==> config.mk <==
export PLATFORM = sky130hd
export DESIGN_NAME = chr_hash_pipe
export DESIGN_NICKNAME = d
export VERILOG_FILES = /design/src/rtl/chr_pkg.sv /design/src/rtl/chr_hash_pipe.sv
export SDC_FILE = /design/constraint.sdc
export NUM_CORES = 2
export LEC_CHECK = 0
export ABC_AREA = 0
export BUFFER_PORTS_ARGS = -buffer_cell sky130_fd_sc_hd__buf_2
export CAP_MARGIN = 25
export CORE_AREA = 2 2 351 353
export DETAILED_ROUTE_END_ITERATION = 8
export DIE_AREA = 0 0 353 355
export GPL_TIMING_DRIVEN = 0
export HOLD_SLACK_MARGIN = 0.06
export PLACE_DENSITY = 0.78
export SLEW_MARGIN = 10
export SYNTH_ARGS = -nofsm -noshare
export SYNTH_HDL_FRONTEND = slang
export SYNTH_SLANG_ARGS = --single-unit
==> constraint.sdc <==
create_clock -name clk -period 9.55 [get_ports clk]
set_input_delay 0.4775 -clock clk [delete_from_list [all_inputs] [get_ports clk]]
set_output_delay 0.4775 -clock clk [all_outputs]
set_load 0.1 [all_outputs]
==> src/rtl/chr_pkg.sv <==
// Package with the request and result types, the mixing constants and helpers of the hash core.
`timescale 1ns / 1ps

package chr_pkg;

  localparam logic [31:0] SeedInit = 32'h9e37_79b9;
  localparam logic [31:0] MulX     = 32'h1b87_3593;
  localparam logic [31:0] MulY     = 32'hcc9e_2d51;
  localparam logic [31:0] MulZ     = 32'h85eb_ca6b;
  localparam logic [31:0] MulFin   = 32'h045d_9f3b;
  localparam logic [31:0] SignBit  = 32'h8000_0000;
  localparam int unsigned RotL     = 13;
  localparam int unsigned RotR     = 19;
  localparam int unsigned FinShift = 16;

  // Hash pipeline depth, one remainder bit per divider stage, plus the output register.
  localparam int unsigned HashStages = 6;
  localparam int unsigned DivSteps   = 32;
  localparam int unsigned Latency    = HashStages + DivSteps + 1;

  typedef struct packed {
    logic               cmd;
    logic signed [31:0] coord_x;
    logic signed [31:0] coord_y;
    logic signed [31:0] coord_z;
    logic signed [31:0] range_lo;
    logic signed [31:0] range_hi;
  } chr_in_t;

  typedef struct packed {
    logic        [31:0] hash_value;
    logic signed [31:0] noise_value;
    logic signed [31:0] range_value;
  } chr_out_t;

  // Ordered lower bound and inclusive span width, carried beside the hash.
  typedef struct packed {
    logic [31:0] lo;
    logic [31:0] span;
  } chr_bnd_t;

  typedef struct packed {
    logic [31:0] hash;
    chr_bnd_t    bnd;
  } chr_mod_t;

  function automatic logic [31:0] rotl13(input logic [31:0] v);
    rotl13 = (v << RotL) | (v >> RotR);
  endfunction

  function automatic logic [31:0] xshift(input logic [31:0] v);
    xshift = (v >> FinShift) ^ v;
  endfunction

endpackage

==> src/rtl/chr_hash_pipe.sv <==
// Six-stage pipeline: coordinate products, seed mixing and the xorshift-multiply finalizer.
`timescale 1ns / 1ps

module chr_hash_pipe (
  input  logic             clk,
  input  logic             rst_n,
  input  logic             in_vld,
  input  chr_pkg::chr_in_t in_req,
  output logic             out_vld,
  output chr_pkg::chr_mod_t out_mod
);
  import chr_pkg::*;

  logic        [HashStages-1:0] vld_r;
  logic                         s1_cmd_r;
  logic        [31:0]           s1_px_r, s1_py_r, s1_pz_r;
  chr_bnd_t                     bnd_r [HashStages];
  logic        [31:0]           s2_v_r, s3_m_r, s4_v_r, s5_m_r, s6_h_r;

  logic        [31:0] lo_nxt, hi_nxt;
  logic        [31:0] mix_a, mix_b;

  always_comb begin
    if (in_req.range_lo > in_req.range_hi) begin
      lo_nxt = in_req.range_hi;
      hi_nxt = in_req.range_lo;
    end else begin
      lo_nxt = in_req.range_lo;
      hi_nxt = in_req.range_hi;
    end
  end

  always_comb begin
    mix_a = rotl13(SeedInit ^ s1_px_r) ^ s1_py_r;
    mix_b = s1_cmd_r ? (rotl13(mix_a) ^ s1_pz_r) : mix_a;
  end

  always_ff @(posedge clk) begin
    if (!rst_n) begin
      vld_r <= '0;
    end else begin
      vld_r <= {vld_r[HashStages-2:0], in_vld};
    end
  end

  always_ff @(posedge clk) begin
    s1_cmd_r <= in_req.cmd;
    s1_px_r  <= 32'($unsigned(in_req.coord_x) * MulX);
    s1_py_r  <= 32'($unsigned(in_req.coord_y) * MulY);
    s1_pz_r  <= 32'($unsigned(in_req.coord_z) * MulZ);
    bnd_r[0] <= '{lo: lo_nxt, span: hi_nxt - lo_nxt + 32'd1};
    s2_v_r   <= xshift(mix_b);
    s3_m_r   <= 32'(s2_v_r * MulFin);
    s4_v_r   <= xshift(s3_m_r);
    s5_m_r   <= 32'(s4_v_r * MulFin);
    s6_h_r   <= xshift(s5_m_r);
    for (int k = 1; k < HashStages; k++) begin
      bnd_r[k] <= bnd_r[k-1];
    end
  end

  assign out_vld      = vld_r[HashStages-1];
  assign out_mod.hash = s6_h_r;
  assign out_mod.bnd  = bnd_r[HashStages-1];

endmodule

==> results.tsv <==
metric	value	unit
status	completed	
# setup viols final	0	
Least-Margin Pin Slew	0.924	ns
core area	121000	µm²
number of global-route vias before repair	41600	
FFs w/ async S/R, synth	0	%
Final min period	6.92	ns
Avg Cell Area, Syn	10.6	µm²
I/O pin cnt	261	
CP delay by family, top	adder cells	
crit path launch type	flip-flop	
cell count after synthesis	5700	
Die Wd	353	µm
DP Cell Count	7585	
share of cells above drive strength 1	6.94	%
worst path arrival time	7.46	ns
Setup TNS	0	ns
critical path cell sequence	inv_1 > fa_1 > inv_1 > ha_1 > fa_1 > inv_1 > fa_1 > inv_1 > fa_1 > fa_1 > inv_1 > fa_1 > inv_1 > ha_1 > a21o_1 > a21oi_1 > nor3b_1 > inv_1 > o21a_1 > a2111oi_0 > o21bai_1 > a21oi_1 > xnor2_1	
post-synth top area cell	fa_1	
top-count cell post-synth	inv_1	
clock tree sinks	647	
Via-to-Cell Ratio	4.90	
Yosys cell types	62	
DIE AREA	125000	µm²
WP buf/inv	7	
Hold Crit Start	in_req[28]	
final period utilization	72.4	%
Worst path most repeated cell	inv_1	
Worst Setup End Kind	flip-flop	
Non-Filler Instances	7705	
Max Fclk	145	MHz
gpl congestion	0.937	
# Post-CTS Setup Buffers	0	
Clock Tree Buf Depth	3	
PortBufs	260	
RSZ-0062 raised after global routing	no	
max-cap violation count	0	
RR Startpoint	s4_v_r[9]	
initial antenna violation count	4	
Routed wire per std cell	17.5	µm
Residual DRC	0	
Area Growth Syn to Fin	9.33	%
First-pass DRT Iterations	5	
Hold Path Depth	2	
flop-to-flop setup slack	2.63	ns
post-DP HPWL	117000	µm
first-pass GRT wire length	218000	µm
Crit path largest cell delay	0.68	ns
Clock Latency Late Sink	0.62	ns
fin. max-slew vios	0	
clk slew on worst S/H paths	0.07	ns
GRT Util Overall	22.2	%
Seq cells post-synth	647	
Crit-path slowest cell	dfxtp_1	
CTS root buffer	clkbuf_16	
largest net degree at the start of global routing	17	
synthesized area	60500	µm²
final core occ	54.4	%
largest cells by area after synthesis	fa_1 (33%), dfxtp_1 (21%), ha_1 (20%), inv_1 (11%), xnor2_1 (4.0%)	
syn nets	7808	
Synth top cells by count	inv_1 (1757), fa_1 (994), ha_1 (950)	
worst min path class	in2reg	
CP max FO	7	
CTS HTree Levels	3	
Synth Flop Type	dfxtp_1	
TritonCTS buffer count	66	
Congestion Overflow GR	0	
Hold Path Sink	bnd_r[0][60]	
initial DRC count	1764	
Vias	37700	
Hold Violations, Final	0	
post-synthesis sequential area ratio	21.4	%
die span in y	355	µm
Final #Nets	8138	
share of the synthesized area in the top cell type	32.9	%
row cnt	128	
Post-DRT Antenna Nets	0	
WS Path Type	reg2reg	
routed wire length	135000	µm
Yosys warnings	0	
CTS tree	built	
Post-synth EDFFs	0	
Reg2Reg Depth	23	
terminus of the critical flop-to-flop path	s5_m_r[28]	
Critical Path RT	10.09	ns
Starting Density	49.8	%
Worst Skew	0.0270	ns
max_slew headroom	37.9	%
==> registers in the layout, indices dropped and copies added, names as in the netlist <==
register and flops:
s1_pz_r 32, vld_r 6, s3_m_r 32, bnd_r 384
s5_m_r 32, s1_cmd_r 1, s4_v_r 32, s1_px_r 32
s6_h_r 32, s1_py_r 32, s2_v_r 32
==> layout make-up <==
| type | count | area (µm²) |
|---|---|---|
| Clock inverter | 30 | 432 |
| Timing Repair Buffer | 262 | 1320 |
| Multi-Input combinational cell | 3276 | 40800 |
| Buffer | 20 | 90.1 |
| Antenna cell | 2 | 5.00 |
| Fill cell | 10400 | 55300 |
| Tap cell | 1625 | 2030 |
| Sequential cell | 647 | 13000 |
| Clock buffer | 86 | 1850 |
| Inverter | 1757 | 6600 |
==> metrics by stage <==
stage	hold WS [ns]	setup slack [ns]	cell area (µm²)
2_1_floorplan	0.310	3.32	60500
3_3_place_gp	0.310	2.46	63800
3_5_place_dp	0.312	2.41	63800
4_1_cts	0.0717	2.66	66100
5_1_grt	0.0958	2.26	66100
6_report	0.0964	2.63	66100
==> timing repair <==
item / CTS / global route
gates resized for setup: 0 / 0
hold buffers: 2 / 0
hold endpoints to repair: 2 / 0
==> cell usage in the layout, fill, tap and decap left out, types with 11 or more instances in the layout <==
master and instances:
clkbuf_1 18, a211oi_1 15, o31ai_1 13, a21oi_1 137, clkbuf_16 66, inv_1 1757
o22ai_1 25, nor3_1 33, o21bai_1 22, nand3_1 29, xor2_1 131, nand2b_1 40
mux2_2 30, dfxtp_1 647, nor2b_1 20, and3_1 14, clkbuf_8 12, nand4_1 15
fa_1 994, xnor2_1 276, and2_1 13, nand2_1 103, or3_1 11, buf_2 269
a31oi_1 16, nor2_1 100, a21o_1 55, ha_1 950, o21ai_0 99, o21a_1 31
==> cell families (layout without fill, tap and decap cells) <==
| family | count (synthesis) | in the layout | share of synthesized area, % |
|---|---|---|---|
| xor+xnor | 407 | 407 | 5.90 |
| flops | 647 | 647 | 21.4 |
| fa+ha+maj | 1944 | 1944 | 52.6 |
| other cells | 0 | 2 | 0 |
| simple gates | 405 | 405 | 3.25 |
| mux | 31 | 31 | 0.575 |
| compound gates | 489 | 489 | 5.22 |
| buf+inv | 1777 | 2155 | 11.1 |
==> how the worst max path moves through the flow <==
| stage | startpoint | endpoint | cells after the start |
|---|---|---|---|
| 2_1_floorplan | in_req[72] | s1_pz_r[30] | 20 |
| 3_3_place_gp | in_req[72] | s1_pz_r[29] | 20 |
| 3_5_place_dp | in_req[73] | s1_pz_r[29] | 20 |
| 6_report | s4_v_r[9] | s5_m_r[28] | 23 |
| 5_1_grt | s4_v_r[9] | s5_m_r[28] | 23 |
| 4_1_cts | s4_v_r[9] | s5_m_r[28] | 23 |
==> layer usage <==
metal  vias to the layer above  global-route usage (%)  part of all wire, %
met3                       289                    2.54                  3.8
li1                      17900                       -                    -
met2                       846                    40.5                   51
met1                     18600                    26.6                   40
met5                         -                       0                0.015
met4                         4                    8.89                  4.3
==> worst register-to-register path, cell delays in order (launching register included) <==
cell and delay (ns):
dfxtp_1 0.68, inv_1 0.24, fa_1 0.57, inv_1 0.08, ha_1 0.35, fa_1 0.51, inv_1 0.07, fa_1 0.50
inv_1 0.06, fa_1 0.52, fa_1 0.51, inv_1 0.05, fa_1 0.48, inv_1 0.05, ha_1 0.34, a21o_1 0.20
a21oi_1 0.16, nor3b_1 0.20, inv_1 0.06, o21a_1 0.26, a2111oi_0 0.45, o21bai_1 0.15, a21oi_1 0.21, xnor2_1 0.14
Power is not shown: default switching activity piles up to over one toggle a cycle in this logic, so the estimate is an artifact.
